===== src/design/perfect_power_detector_top_assert.svh =====
// ---------------------------------------------------------------------------
// perfect power detector assertion macros
// shared concurrent assertion forms, clocked on clk, disabled in reset
// ---------------------------------------------------------------------------
`ifndef PERFECT_POWER_DETECTOR_TOP_ASSERT_SVH
`define PERFECT_POWER_DETECTOR_TOP_ASSERT_SVH

// property that holds in the same cycle
`define PPD_ASSERT_NOW(lbl, ante, cons, msg) \
	lbl: assert property (@(posedge clk) disable iff (!arst_n) (ante) |-> (cons)) \
		else $error(msg);

// property that holds in the next cycle
`define PPD_ASSERT_NEXT(lbl, ante, cons, msg) \
	lbl: assert property (@(posedge clk) disable iff (!arst_n) (ante) |=> (cons)) \
		else $error(msg);

`endif


===== src/design/ppd_pkg.sv =====
// ---------------------------------------------------------------------------
// ppd_pkg
// widths, state codes and controller/datapath interface types
// ---------------------------------------------------------------------------
`timescale 1ns / 1ps

package ppd_pkg;

	localparam int VALUE_W       = 31;
	localparam int MASK_W        = 16;
	localparam int CNT_W         = 5;
	localparam int ROOT_W        = 16;
	localparam int IDX_W         = 4;
	localparam int SQ_CNT_W      = 4;
	localparam int PROD_W        = VALUE_W + ROOT_W;
	localparam int MAX_EXPONENTS = 16;

	localparam logic [CNT_W-1:0]    CNT_RESET     = CNT_W'(1);
	localparam logic [CNT_W-1:0]    CNT_MAX       = CNT_W'(MAX_EXPONENTS);
	localparam logic [SQ_CNT_W-1:0] SQ_LAST       = '1;
	localparam logic [VALUE_W-1:0]  SQ_TOP_BIT    = VALUE_W'(1) << (VALUE_W - 1);

	typedef enum logic [2:0] {
		ST_IDLE,
		ST_SQRT,
		ST_START,
		ST_SEARCH,
		ST_MUL,
		ST_CMP,
		ST_NEXT,
		ST_DONE
	} ppd_state_t;

	typedef struct packed {
		logic load;
		logic sqrt_step;
		logic search_init;
		logic mid_load;
		logic mul;
		logic accept_pow;
		logic go_high;
		logic go_low;
		logic set_bit;
		logic next_exp;
		logic out_load;
	} ppd_cmd_t;

	typedef struct packed {
		logic sqrt_last;
		logic count_zero;
		logic range_ok;
		logic prod_gt;
		logic prod_eq;
		logic k_last;
		logic exp_last;
		logic out_free;
	} ppd_sts_t;

endpackage


===== src/design/perfect_power_detector_top.sv =====
// sequence: accept, 16 root steps, then per exponent a binary search on the root, ending
//   on a match or crossed bounds, then the result load; exponent count zero skips the search
// a probe of exponent e takes at most e multiply/compare pairs, at most 16 probes per exponent
// a probe stops early once a product exceeds the value
// one word at a time, next word taken the cycle after the result loads into the output register
// arst_n clears the state machine, output valid and sets exponent_count to 1
// ---------------------------------------------------------------------------
// perfect_power_detector_top
// per-exponent perfect power test of a 31-bit value by binary search on the root
// ---------------------------------------------------------------------------
`timescale 1ns / 1ps

module perfect_power_detector_top (
	input  logic                       clk,
	input  logic                       arst_n,
	// configuration: exponent_count
	input  logic                       cfg_we,
	input  logic [ppd_pkg::CNT_W-1:0]  cfg_wdata,
	// input stream
	input  logic                       s_tvalid,
	output logic                       s_tready,
	input  logic [31:0]                s_tdata,   // [30:0] value, [31] zero fill
	// result stream
	output logic                       m_tvalid,
	input  logic                       m_tready,
	output logic [15:0]                m_tdata    // [15:0] power_mask
);
	import ppd_pkg::*;

	ppd_cmd_t cmd;
	ppd_sts_t sts;

	// controller: walks root, each exponent's search and each power step
	ppd_ctrl u_ctrl (
		.clk      (clk),
		.arst_n   (arst_n),
		.s_tvalid (s_tvalid),
		.s_tready (s_tready),
		.sts      (sts),
		.cmd      (cmd)
	);

	// datapath: root unit, bounds, multiplier, mask and result register
	ppd_dp u_dp (
		.clk       (clk),
		.arst_n    (arst_n),
		.cfg_we    (cfg_we),
		.cfg_wdata (cfg_wdata),
		.value     (s_tdata[VALUE_W-1:0]),
		.out_ready (m_tready),
		.out_valid (m_tvalid),
		.out_mask  (m_tdata),
		.cmd       (cmd),
		.sts       (sts)
	);

endmodule


===== src/design/ppd_ctrl.sv =====
// ---------------------------------------------------------------------------
// ppd_ctrl
// sequencer for root, binary search and power steps
// ---------------------------------------------------------------------------
`timescale 1ns / 1ps
`include "perfect_power_detector_top_assert.svh"

module ppd_ctrl (
	input  logic            clk,
	input  logic            arst_n,
	input  logic            s_tvalid,
	output logic            s_tready,
	input  ppd_pkg::ppd_sts_t sts,
	output ppd_pkg::ppd_cmd_t cmd
);
	import ppd_pkg::*;

	ppd_state_t state_q;
	ppd_state_t state_nxt;

	always_ff @(posedge clk or negedge arst_n) begin
		if (!arst_n) begin
			state_q <= ST_IDLE;
		end else begin
			state_q <= state_nxt;
		end
	end

	always_comb begin
		cmd       = '0;
		s_tready  = 1'b0;
		state_nxt = state_q;
		case (state_q)
			ST_IDLE: begin
				s_tready = 1'b1;
				if (s_tvalid) begin
					cmd.load  = 1'b1;
					state_nxt = ST_SQRT;
				end
			end
			ST_SQRT: begin
				cmd.sqrt_step = 1'b1;
				if (sts.sqrt_last) state_nxt = ST_START;
			end
			ST_START: begin
				if (sts.count_zero) begin
					state_nxt = ST_DONE;
				end else begin
					cmd.search_init = 1'b1;
					state_nxt       = ST_SEARCH;
				end
			end
			ST_SEARCH: begin
				if (sts.range_ok) begin
					cmd.mid_load = 1'b1;
					state_nxt    = ST_MUL;
				end else begin
					state_nxt = ST_NEXT;
				end
			end
			ST_MUL: begin
				cmd.mul   = 1'b1;
				state_nxt = ST_CMP;
			end
			ST_CMP: begin
				if (sts.prod_gt) begin
					cmd.go_high = 1'b1;
					state_nxt   = ST_SEARCH;
				end else if (sts.k_last) begin
					if (sts.prod_eq) begin
						cmd.set_bit = 1'b1;
						state_nxt   = ST_NEXT;
					end else begin
						cmd.go_low = 1'b1;
						state_nxt  = ST_SEARCH;
					end
				end else begin
					cmd.accept_pow = 1'b1;
					state_nxt      = ST_MUL;
				end
			end
			ST_NEXT: begin
				if (sts.exp_last) begin
					state_nxt = ST_DONE;
				end else begin
					cmd.next_exp = 1'b1;
					state_nxt    = ST_START;
				end
			end
			ST_DONE: begin
				if (sts.out_free) begin
					cmd.out_load = 1'b1;
					state_nxt    = ST_IDLE;
				end
			end
			default: state_nxt = ST_IDLE;
		endcase
	end

	`PPD_ASSERT_NEXT(a_accept_starts_root, s_tvalid && s_tready, state_q == ST_SQRT,
		"accepted word did not start the root")
	`PPD_ASSERT_NOW(a_load_only_idle, cmd.load, state_q == ST_IDLE,
		"load outside idle")

endmodule


===== src/design/ppd_dp.sv =====
// ---------------------------------------------------------------------------
// ppd_dp
// root unit, search bounds, shared multiplier, mask and output register
// ---------------------------------------------------------------------------
`timescale 1ns / 1ps
`include "perfect_power_detector_top_assert.svh"

module ppd_dp (
	input  logic                          clk,
	input  logic                          arst_n,
	input  logic                          cfg_we,
	input  logic [ppd_pkg::CNT_W-1:0]     cfg_wdata,
	input  logic [ppd_pkg::VALUE_W-1:0]   value,
	input  logic                          out_ready,
	output logic                          out_valid,
	output logic [ppd_pkg::MASK_W-1:0]    out_mask,
	input  ppd_pkg::ppd_cmd_t             cmd,
	output ppd_pkg::ppd_sts_t             sts
);
	import ppd_pkg::*;

	logic [CNT_W-1:0]    exp_cnt_cfg_q;
	logic [CNT_W-1:0]    count_q;
	logic [VALUE_W-1:0]  value_q;
	logic [VALUE_W-1:0]  rem_q;
	logic [VALUE_W-1:0]  root_q;
	logic [SQ_CNT_W-1:0] sq_cnt_q;
	logic [ROOT_W-1:0]   low_q;
	logic [ROOT_W-1:0]   high_q;
	logic [ROOT_W-1:0]   mid_q;
	logic [VALUE_W-1:0]  pow_q;
	logic [PROD_W-1:0]   prod_q;
	logic [CNT_W-1:0]    k_q;
	logic [IDX_W-1:0]    exp_idx_q;
	logic [MASK_W-1:0]   mask_q;
	logic                out_valid_q;
	logic [MASK_W-1:0]   out_mask_q;

	logic [VALUE_W-1:0]  sq_bit;
	logic [VALUE_W-1:0]  sq_trial;
	logic [ROOT_W:0]     mid_sum;
	logic [CNT_W-1:0]    exp_idx_ext;

	// pair of bits consumed per root step, top pair first
	assign sq_bit      = SQ_TOP_BIT >> {sq_cnt_q, 1'b0};
	assign sq_trial    = root_q + sq_bit;
	assign mid_sum     = {1'b0, low_q} + {1'b0, high_q};
	assign exp_idx_ext = {1'b0, exp_idx_q};

	always_ff @(posedge clk or negedge arst_n) begin
		if (!arst_n) begin
			exp_cnt_cfg_q <= CNT_RESET;
		end else if (cfg_we) begin
			exp_cnt_cfg_q <= cfg_wdata;
		end
	end

	always_ff @(posedge clk or negedge arst_n) begin
		if (!arst_n) begin
			count_q   <= '0;
			value_q   <= '0;
			rem_q     <= '0;
			root_q    <= '0;
			sq_cnt_q  <= '0;
			low_q     <= '0;
			high_q    <= '0;
			mid_q     <= '0;
			pow_q     <= '0;
			prod_q    <= '0;
			k_q       <= '0;
			exp_idx_q <= '0;
			mask_q    <= '0;
		end else begin
			if (cmd.load) begin
				count_q   <= (exp_cnt_cfg_q > CNT_MAX) ? CNT_MAX : exp_cnt_cfg_q;
				value_q   <= value;
				rem_q     <= value;
				root_q    <= '0;
				sq_cnt_q  <= '0;
				exp_idx_q <= '0;
				mask_q    <= '0;
				low_q     <= '0;
				high_q    <= '0;
			end
			if (cmd.sqrt_step) begin
				sq_cnt_q <= sq_cnt_q + SQ_CNT_W'(1);
				if (rem_q >= sq_trial) begin
					rem_q  <= rem_q - sq_trial;
					root_q <= (root_q >> 1) + sq_bit;
				end else begin
					root_q <= root_q >> 1;
				end
			end
			if (cmd.search_init) begin
				low_q  <= ROOT_W'(1);
				high_q <= root_q[ROOT_W-1:0];
			end
			if (cmd.mid_load) begin
				mid_q <= mid_sum[ROOT_W:1];
				pow_q <= VALUE_W'(1);
				k_q   <= '0;
			end
			if (cmd.mul) prod_q <= PROD_W'(pow_q) * PROD_W'(mid_q);
			if (cmd.accept_pow) begin
				pow_q <= prod_q[VALUE_W-1:0];
				k_q   <= k_q + CNT_W'(1);
			end
			if (cmd.go_high) high_q <= mid_q - ROOT_W'(1);
			if (cmd.go_low) low_q <= mid_q + ROOT_W'(1);
			if (cmd.set_bit) mask_q[exp_idx_q] <= 1'b1;
			if (cmd.next_exp) exp_idx_q <= exp_idx_q + IDX_W'(1);
		end
	end

	always_ff @(posedge clk or negedge arst_n) begin
		if (!arst_n) begin
			out_valid_q <= 1'b0;
		end else if (cmd.out_load) begin
			out_valid_q <= 1'b1;
		end else if (out_ready) begin
			out_valid_q <= 1'b0;
		end
	end

	always_ff @(posedge clk) begin
		if (cmd.out_load) out_mask_q <= mask_q;
	end

	assign out_valid = out_valid_q;
	assign out_mask  = out_mask_q;

	always_comb begin
		sts            = '0;
		sts.sqrt_last  = (sq_cnt_q == SQ_LAST);
		sts.count_zero = (count_q == '0);
		sts.range_ok   = (low_q <= high_q);
		sts.prod_gt    = (prod_q > PROD_W'(value_q));
		sts.prod_eq    = (prod_q == PROD_W'(value_q));
		sts.k_last     = (k_q == exp_idx_ext + CNT_W'(1));
		sts.exp_last   = (exp_idx_ext + CNT_W'(1) == count_q);
		sts.out_free   = !out_valid_q || out_ready;
	end

	`PPD_ASSERT_NOW(a_no_result_overwrite, cmd.out_load, !out_valid_q || out_ready,
		"pending result overwritten")
	`PPD_ASSERT_NOW(a_mask_within_count, 1'b1, (mask_q >> count_q) == '0,
		"mask bit set beyond exponent count")
	`PPD_ASSERT_NOW(a_bounds_order, 1'b1,
		(ROOT_W + 1)'(low_q) <= (ROOT_W + 1)'(high_q) + (ROOT_W + 1)'(1),
		"search bounds crossed by more than one")

endmodule


===== config.mk =====
export PLATFORM = sky130hd
export DESIGN_NAME = perfect_power_detector_top
export DESIGN_NICKNAME = d
export VERILOG_FILES = /design/src/design/ppd_pkg.sv /design/src/design/perfect_power_detector_top.sv /design/src/design/ppd_ctrl.sv /design/src/design/ppd_dp.sv
export VERILOG_INCLUDE_DIRS = /design/src /design/src/design
export SDC_FILE = /design/constraint.sdc
export NUM_CORES = 2
export LEC_CHECK = 0
export BUFFER_PORTS_ARGS = -buffer_cell sky130_fd_sc_hd__buf_2
export CORE_UTILIZATION = 44
export DETAILED_ROUTE_END_ITERATION = 8
export GPL_TIMING_DRIVEN = 0
export PLACE_DENSITY_LB_ADDON = 0.15
export SLEW_MARGIN = 30
export SYNTH_ARGS = -nofsm -noshare
export SYNTH_HDL_FRONTEND = slang
export SYNTH_SLANG_ARGS = --single-unit

===== constraint.sdc =====
create_clock -name clk -period 10.01 [get_ports clk]
set_input_delay 0.5005 -clock clk [delete_from_list [all_inputs] [get_ports clk]]
set_output_delay 0.5005 -clock clk [all_outputs]
set_load 0.05 [all_outputs]

==> metrics.sh <==
STATUS='complete, no violations'
CTS.SINK_COUNT=278
CLK_ROOT_BUFFER_CELL='clkbuf_16'
YS_SEQ_ELEMENTS=278
AREA_DELTA_SYNTH_FINAL_PCT=8.33
PLACE_WORST_SETUP_SLACK_NS=1.78
POSTLAYOUTSETUPSLACKWORST_NS=1.61
VIAS=26705
FIN_TNS_SETUP_NS=0
FINAL_DESIGN_AREA_NO_FILL_SQ_UM=35800
GRT-OVFL-TOTAL=0
RRSETUPSLACK_NS=1.61
WORSTREG2REGSTART='u_dp.mid_q[9]$_DFFE_PN0P_'
POSTROUTEWIRELENGTH_UM=103000
FLOORPLAN.DIE_AREA_SQ_UM=76200
CP-START-KIND='flip-flop'
CTS_MAX_PATH_BUFFERS=3
POST_ROUTE_CELLS_DRIVE_ABOVE_1_SHARE=0.0418
CRITICAL-PATH-SLOWEST-CELL='buf_1'
CLK_PIN_SLEW_NS=0.07
INITIAL_CORE_UTIL=0.445
GRT_SETUP_UNREPAIRED='no'
SYNTH.YOSYS.WARNINGS=0
REPORT.FINAL.SLEW_VIOL_COUNT=0
POST_SYNTH.CELL_AREA_AVG_SQ_UM=8.70
FIN_NETS=4601
POWER.STATIC_LEAKAGE_nW=16.8
SYNTH_ENABLE_FLOP_CELLS=16
CTS_TREE='done'
POSTCTSSETUPBUFFERS=0
SYNTH_AREA_SQ_UM=33000
TIMING.FINAL.CRIT_SHARE=0.839
IOS=60
DIE_W_UM=276
DRT-PASS1-ITER-COUNT=6
SETUP_VIOLATION_TOTAL_IN_THE_FINAL_TIMING_REPORT=0
DRT_FIRST_ITER_VIOLATIONS=1975
TIMING.HOLD.WORST.CLASS='input pin to flip-flop'
R2R_CELLS=22
TIMING.CRITICAL_PATH.MODE_CELL='fa_1'
POST-DP-HPWL_UM=83000
REMAINING_NUMBER_OF_NETS_FLAGGED_BY_THE_ANTENNA_CHECK_AFTER_ROUTING=0
TIMING.FINAL.CRIT_PERIOD_NS=8.40
DRCVIOLATIONCOUNT=0
POST-SYNTH-TOP-AREA-CELL='fa_1'
POWER_DENSITY_nW_PER_UM2=248
PLACEABLECOREAREA_SQ_UM=74300
POST_SYNTH_MAIN_AREA_CONTRIBUTORS='fa_1 (25%), dfrtp_1 (20%), ha_1 (9.8%)'
POST-SYNTH-TOP-COUNT-CELL='nand2_1'
CTS_INSERTED_BUFFERS=31
CLOCK_SKEW_AFTER_LAYOUT_NS=0.0343
GRT_FIRST_PASS_WIRELENGTH_UM=162000
CRITICALPATHCATEGORY='flip-flop to flip-flop'
TOTAL_ROUTING_USAGE_REPORTED_BY_GLOBAL_ROUTING=0.274
ROW_COUNT=100
ASYNC_RESET_FF_FRAC=0.942
SYNTH_CELL_TYPES=79
HOLDPATHSTAGES=2
LAYOUT.FILLER_CELLS=7411
CP_DATA_ARRIVAL_TIME_NS=8.87
CLOCK_TREE.HTREE_LEVEL_COUNT=1
TIMING.CRITICAL_PATH.REQUIRED_NS=10.48
SYN_NETS=4505
YS_DOMINANT_REG_CELL='dfrtp_1'
WORSTREG2REGEND='u_dp.prod_q[42]$_DFFE_PN0P_'
SLOWEST_DELAY_NS=0.82
POST_CTS_RESIZED=0
GLOBALPLACE.CONGESTION=0.964
WORST_SETUP_PATH_STARTPOINT='u_dp.mid_q[9]$_DFFE_PN0P_'
ENDPOINT='u_dp.prod_q[42]$_DFFE_PN0P_'
CLKLATENCYLATEPIN_NS=0.60
TIMING.CRITICAL_PATH.FANOUT_MAX=10
TIMING.CRITICAL_PATH.TO_TYPE='flip-flop'
SLEW_HEADROOM=0.297
PORT_BUFFERS=58
DIE_H_UM=276
TIGHTEST_SLEW_NS=1.05
CTSHOLDBUFFERS=1
MAX_CAP_VIOL_COUNT=0
ROUTED_WIRELENGTH_NORMALIZED_BY_INSTANCE_COUNT_UM=21.1
PATH_CELLS='clkbuf_1 > buf_1 > nand2_1 > fa_1 > inv_1 > fa_1 > inv_1 > fa_1 > inv_1 > fa_1 > fa_1 > inv_1 > fa_1 > inv_1 > ha_1 > a21boi_0 > a21oi_1 > a21oi_1 > o211ai_1 > a211oi_1 > nor2_1 > o311ai_0'
FINALHOLDVIOLATIONS=0
GRT_START_MAX_NET_PINS=65
SYNTH_TOP_CELL_AREA_SHARE=0.246
SYN_INST=3799
POST_SYNTH_TOP_CELLS='nand2_1 (584), inv_1 (550), fa_1 (406)'
AVGVIACOUNTPERCELL=5.46
IR_WORST_VDD_mV=0.216
VIAS_IN_THE_FIRST_GLOBAL_ROUTE=26636
MAXCLOCKFREQUENCY_MHz=119
PLACEDINSTANCEAREA_SQ_UM=34700
ANTENNA_FOUND_INITIAL=2
YS_SEQ_AREA_FRAC=0.213
==> registers in the layout (all words and copies together), names as in the netlist, 16 cells and up <==
name,flops
u_dp.high_q,16
u_dp.low_q,16
u_dp.mask_q,16
u_dp.mid_q,16
u_dp.out_mask,16
u_dp.pow_q,31
u_dp.prod_q,47
u_dp.rem_q,31
u_dp.root_q,31
u_dp.value_q,31
==> where the power goes <==
group          total, mW  leakage [nW]  internal (mW)  switching (mW)
registers           1.92          3.61           1.51           0.416
logic               5.68          12.7           1.96            3.71
clock network       1.26         0.528          0.758           0.503
total               8.86          16.8           4.23            4.63
==> cell families (layout without fill, tap and decap cells) <==
kind of cell             count (synthesis)  after routing  synth area share
AND/OR/NAND/NOR                       1232           1232             0.175
buffers and inverters                  759            880            0.0882
AO/OA/AOI/OAI                          667            667             0.126
adder cells (fa/ha/maj)                664            664             0.344
flip-flops                             278            278             0.213
XOR/XNOR                               174            174            0.0461
multiplexers                            25             25           0.00776
other                                    0              1                 0
==> critical path: cells and delay by family, from the launching register on <==
family                     cells  cell delay (ns)
adders and majority gates      7             3.53
DFF                            1             0.32
buffers and inverters          7             1.78
and+or+nand+nor                2             0.37
AOI/OAI and AO/OA              6             2.27
==> layout by cell type (no fill, tap or decap), types with 10 or more instances in the layout <==
| master | synthesis | routed |
|---|---|---|
| o211ai_1 | 19 | 19 |
| nor2b_1 | 24 | 23 |
| dfrtp_1 | 261 | 261 |
| xnor2_1 | 108 | 108 |
| o21ai_0 | 212 | 212 |
| a211oi_1 | 20 | 20 |
| a31oi_1 | 50 | 50 |
| a22o_1 | 16 | 16 |
| nand2_1 | 584 | 584 |
| o21ai_1 | 16 | 16 |
| o31ai_1 | 10 | 10 |
| a21o_1 | 62 | 62 |
| buf_2 | 13 | 70 |
| nand4_1 | 35 | 35 |
| edfxtp_1 | 16 | 16 |
| clkbuf_1 | 163 | 169 |
| nor3_1 | 32 | 32 |
| nor2_1 | 128 | 128 |
| clkbuf_16 | 0 | 31 |
| mux2i_1 | 20 | 20 |
| ha_1 | 258 | 258 |
| xor2_1 | 66 | 66 |
| and2_1 | 224 | 224 |
| and3_1 | 24 | 24 |
| o21bai_1 | 27 | 27 |
| fa_1 | 406 | 406 |
| buf_1 | 24 | 23 |
| o21a_1 | 23 | 23 |
| nand2b_1 | 13 | 13 |
| a21oi_1 | 135 | 135 |
| inv_1 | 550 | 550 |
| nand3_1 | 115 | 115 |
| nor4_1 | 20 | 19 |
| a21boi_0 | 10 | 10 |
==> metrics by stage <==
step,instances,util,hold WS (ns),power [mW]
detailed placement,4830,0.466,0.437,7.50
finish,4890,0.482,0.149,8.86
CTS,4889,0.481,0.125,8.82
floorplan,3799,-,0.205,5.61
global route,4889,0.482,0.140,9.54
global placement,4826,0.465,0.437,7.48
==> how the worst min path moves through the flow <==
stage,startpoint,slack (ns),endpoint
after global routing,cfg_wdata[4],0.14,u_dp.exp_cnt_cfg_q[4]$_DFFE_PN0P_
after floorplan,arst_n,0.20,u_ctrl.state_q[0]$_DFFE_PN0P_
after CTS,cfg_wdata[0],0.13,u_dp.exp_cnt_cfg_q[0]$_DFFE_PN1P_
final,cfg_wdata[0],0.15,u_dp.exp_cnt_cfg_q[0]$_DFFE_PN1P_
after global placement,u_dp.mask_q[3]$_DFF_PN0_,0.44,u_dp.out_mask[3]$_DFFE_PP_
after detailed placement,u_dp.mask_q[3]$_DFF_PN0_,0.44,u_dp.out_mask[3]$_DFFE_PP_
==> routing by layer <==
metal,part of all wire,track usage
met5,0,0
met4,0.019,0.0494
met3,0.065,0.0364
met2,0.44,0.420
met1,0.48,0.415
==> area by class of cell <==
class / count / area [sq um] / area share
clock inverters: 20 / 294 / 0.00822
plain buffers: 209 / 851 / 0.0238
diodes: 1 / 2.50 / 0.0000699
multi-input cells: 2762 / 23100 / 0.645
repair buffers: 63 / 420 / 0.0117
clock buffers: 38 / 812 / 0.0227
flip-flops and latches: 278 / 7040 / 0.197
well taps: 969 / 1210 / 0.0339
inverters: 550 / 2060 / 0.0577
Note: power is estimated with default switching activity, not from simulation.
